`src/rtl/bost_ram.sv`:
```
// Generic RAM: one write port and one read port with registered read data.
// No dependencies.
`timescale 1ns / 1ps
`default_nettype none

module bost_ram #(
  parameter int WIDTH = 8,
  parameter int DEPTH = 16
) (
  input  logic                                   clk_i,
  input  logic                                   we_i,
  input  logic [((DEPTH > 1) ? $clog2(DEPTH) : 1)-1:0] waddr_i,
  input  logic [WIDTH-1:0]                       wdata_i,
  input  logic                                   re_i,
  input  logic [((DEPTH > 1) ? $clog2(DEPTH) : 1)-1:0] raddr_i,
  output logic [WIDTH-1:0]                       rdata_o
);

  logic [WIDTH-1:0] mem_q [DEPTH];
  logic [WIDTH-1:0] rdata_q;

  always_ff @(posedge clk_i) begin
    if (we_i) begin
      mem_q[waddr_i] <= wdata_i;
    end
    if (re_i) begin
      rdata_q <= mem_q[raddr_i];
    end
  end

  assign rdata_o = rdata_q;

endmodule

`default_nettype wire
```
`config.mk`:
```
export PLATFORM = sky130hd
export DESIGN_NAME = bost_ram
export DESIGN_NICKNAME = d
export VERILOG_FILES = /design/src/rtl/bost_ram.sv
export SDC_FILE = /design/constraint.sdc
export NUM_CORES = 1
export LEC_CHECK = 0
export ABC_CLOCK_PERIOD_IN_PS = 1800
export BUFFER_PORTS_ARGS = -buffer_cell sky130_fd_sc_hd__buf_2
export CORE_ASPECT_RATIO = 0.7
export CORE_UTILIZATION = 54
export CTS_CLUSTER_DIAMETER = 60
export DETAILED_ROUTE_END_ITERATION = 7
export PLACE_DENSITY = 0.71
export RECOVER_POWER = 100
export SLEW_MARGIN = 40
export SYNTH_ARGS = -nofsm -noshare
export SYNTH_HDL_FRONTEND = slang
export SYNTH_SLANG_ARGS = --single-unit
```
`constraint.sdc`:
```
create_clock -name clk_i -period 1.8 [get_ports clk_i]
set_clock_uncertainty 0.1 [all_clocks]
set_input_delay 0.18 -clock clk_i [delete_from_list [all_inputs] [get_ports clk_i]]
set_output_delay 0.18 -clock clk_i [all_outputs]
set_load 0.01 [all_outputs]
```
### Word level (Yosys, flattened, before mapping)

Memories as Yosys holds them, arrays and structs flattened. A register that Yosys moved wholly into a read port is not among the register bits.
Index checks and enable logic that the tools add are counted.

| word-level totals | value |
|---|---|
| register bits | 0 |
| memories | 1 |
| word-level logic and storage cells | 3 |
| output and inout bits | 8 |
| RAM bits | 128 |
| bits of input ports | 19 |

Memory list:

| memory | depth | width | rd ports | clocked after memory_dff | wr ports | line | RTL |
|---|---|---|---|---|---|---|---|
| mem_q | 16 | 8 | 1 | 1 | 1 | 19 | `logic [WIDTH-1:0] mem_q [DEPTH];` |

| cells by class | value |
|---|---|
| mux-type cells | 2 |

Operators by type and width:

| operator | count |
|---|---|
| two-way mux 1 bit | 2 |

### Depth between registers and ports, before layout

| depth | value |
|---|---|
| depth in word-level cells | 2 |
| gate-level depth with buffers | 5 |
| gate-level depth less buffers | 3 |

### Worst setup path before layout

Ideal clock, no wire load.

| timing path | value |
|---|---|
| kind | input to register |
| from | input waddr_i[2] in the netlist's numbering |
| to | memory mem_q[0][0] (enable) |
| library setup time | 383 ps |
| arrival | 1290 ps |
| required time | 1317 ps |
| stages | 2 |
| setup slack | 27 ps |
| buffers on the path | 0 |
| cells stage by stage | or3b_2 > nor3_1 |

RTL lines:

| item | line | RTL |
|---|---|---|
| start: declaration | 12 | `input logic [((DEPTH > 1) ? $clog2(DEPTH) : 1)-1:0] waddr_i,` |
| end: declaration | 19 |  |

No word-level cell before the write port.

==> impl_metrics.py <==
metrics = {
    "run_status": {
        "outcome": "finished, final reports clean",
    },
    "sta": {
        "layout_min_cycle_time_ns": 1.55,
        "slew_headroom": 0.541,
        "tightest_slew_ns": 0.689,
        "holdWs_ns": 0.133,
        "fin_ws_ns": 0.252,
        "fmax_mhz": 646,
        "finalHoldViolCount": 0,
        "setup_violations": 0,
        "rsz0062_at_grt": "false",
        "fin_crit_sh": 0.860,
        "slew_viol_final": 0,
        "setup-tns-final_ns": 0,
    },
    "routing": {
        "firstDrtPassIters": 6,
        "wl_met1_mm": 4.35,
        "drt-vias-per-instance": 5.86,
        "wl_met3_um": 852,
        "drt_iter0_drc": 246,
        "drc_errors": 0,
        "dr_wl_met2_mm": 4.91,
        "wl_per_cell_um": 23.7,
        "highest_layer": "met4",
        "antenna_left": 0,
        "vias": 2520,
        "routed_wl_mm": 10.2,
    },
    "synth": {
        "yosys.area.top_type": "edfxtp_1",
        "synth_seq_cells": 136,
        "synth.top_cell.area_share": 0.781,
        "synthCells": 229,
        "synth_most_common_cell": "edfxtp_1",
        "synth_seq_area_share": 0.781,
        "synth_ff_type": "edfxtp_1",
        "synth.avg_cell_area_sq_um": 22.8,
        "synth.cell_area_sq_um": 5230,
        "synth_area_leaders": "edfxtp_1 78%, mux4_2 7.8%, mux4_1 7.0%",
        "async_reset_ff_frac": 0,
        "synth_warnings": 0,
        "synth_common_cells": "136 x edfxtp_1, 18 x mux4_2, 16 x a22oi_1",
        "synth_edf_count": 136,
        "synth_cell_types": 18,
        "syn_nets": 248,
    },
    "placed_design": {
        "port_buffers": 26,
        "place_inst": 398,
        "place.gp.congestion": 0.764,
        "dp_slack_ns": -0.00421,
        "dp_hpwl_mm": 6.50,
        "place_area_sq_um": 5680,
    },
    "cells_and_area": {
        "seq_area_sq_um": 4080,
        "area_growth_pct": 16.9,
        "nFillCells": 635,
        "fin_nets": 312,
        "layout-drive-gt1-share": 0.180,
        "multi_input_area_sq_um": 1060,
        "fin_area_sq_um": 6110,
        "fin_util": 0.663,
        "instances_no_fill": 430,
        "antenna_cells": 0,
    },
    "critical_path": {
        "setup.worst_path.start": "mem_q[9][3]",
        "arrival_ns": 1.61,
        "crit_end": "rdata_o[3]",
        "crit_path_start_kind": "register",
        "cp-end-kind": "register",
        "ff2ff_setup_slack_ns": 0.25,
        "reg2reg_to": "rdata_o[3]",
        "worst-setup-path-type": "register to register",
        "reg2reg_from": "mem_q[9][3]",
        "critPathMaxFanout": 1,
        "r2r_cells": 3,
        "required_ns": 1.86,
    },
    "floorplanning": {
        "dieWidth_um": 120,
        "core_area_sq_um": 9220,
        "start_util": 0.567,
        "die-area_sq_um": 10100,
        "die_y_um": 84.3,
        "io_pins": 27,
        "rows": 29,
    },
    "clock_tree": {
        "cts_resized": 0,
        "cts-root-buf": "clkbuf_16",
        "cts_tree": "built",
        "cts_max_level": 4,
        "clock-sinks": 136,
        "worstSkewPairLatency_ns": 0.41,
        "cts_max_path_buffers": 2,
        "postCtsHoldBufs": 0,
        "postCtsSetupBuffers": 0,
        "clk_pin_slew_ns": 0.06,
        "cts_buffers": 17,
    },
    "power_and_ir_drop": {
        "peakVddDrop_mv": 0.906,
        "power.leakage_nw": 1.99,
        "p_per_area_nw_per_um2": 1170,
        "power.total_mw": 7.13,
    },
    "global_route": {
        "antenna_found_initial": 0,
        "grt_overflow": 0,
        "grt_use_total": 0.232,
        "grt_max_degree": 33,
        "grt_pass1_wl_mm": 15.9,
        "grt_pass1_vias": 2705,
    },
    "worst_hold_path": {
        "hp-start": "re_i",
        "hold_class": "input port to register",
    },
    "run": {
        "drv_cap": 0,
    },
}
flip-flops by register name, summed over array words and instances, names as in the netlist:
signal,cells
mem_q,128
rdata_o,8
critical path: stages, from the launching register on:
cell      delay (ns)
edfxtp_1        0.36
mux4_1          0.54
a22oi_1         0.22
nand2_1         0.07
kinds of logic (layout without fill, tap and decap cells):
family | Yosys count | after routing | synth area share
buffers and inverters | 10 | 87 | 0.0165
AO/OA/AOI/OAI | 16 | 16 | 0.0230
flip-flops | 136 | 136 | 0.781
multiplexers | 32 | 32 | 0.148
AND/OR/NAND/NOR | 35 | 35 | 0.0314
worst min path at each step:
stage                  end  slack, ns  cells after the start
3_5_place_dp    rdata_o[1]       0.45                      1
6_report        rdata_o[5]       0.13                      1
5_1_grt         rdata_o[5]       0.14                      1
3_3_place_gp    rdata_o[1]       0.45                      1
4_1_cts         rdata_o[5]       0.02                      1
2_1_floorplan  mem_q[0][0]       0.18                      0
routing by layer:
metal  up-vias  global-route usage
li1       1107                   -
met1      1305               0.318
met2        94               0.356
met3        14              0.0727
met4         0              0.0818
met5         -                   0
layout make-up:
class / instances / area share
Tap cell: 124 / 0.0254
Multi-Input combinational cell: 83 / 0.173
Clock buffer: 20 / 0.0715
Timing Repair Buffer: 55 / 0.0440
Sequential cell: 136 / 0.668
Clock inverter: 12 / 0.0178
cells in the final DEF (no fill, tap or decap):
| master | count |
|---|---|
| clkinvlp_4 | 1 |
| buf_4 | 2 |
| nand2_1 | 9 |
| edfxtp_1 | 136 |
| a22oi_1 | 16 |
| nor2b_1 | 1 |
| mux4_2 | 18 |
| bufinv_16 | 2 |
| nor3_1 | 4 |
| nand3b_1 | 2 |
| clkbuf_16 | 17 |
| clkinv_1 | 3 |
| buf_12 | 3 |
| and2b_1 | 1 |
| buf_2 | 5 |
| clkbuf_1 | 48 |
| mux4_1 | 14 |
| and2_1 | 1 |
| or3b_2 | 1 |
| clkinv_2 | 6 |
| nor2_1 | 13 |
| nand2b_1 | 2 |
| nand3_1 | 1 |
power by group:
group | internal [mW] | switching [mW]
logic | 0.133 | 0.189
registers | 3.57 | 0.0218
clock network | 2.00 | 1.21
total | 5.71 | 1.42
Note: power is estimated with default switching activity, not from simulation.
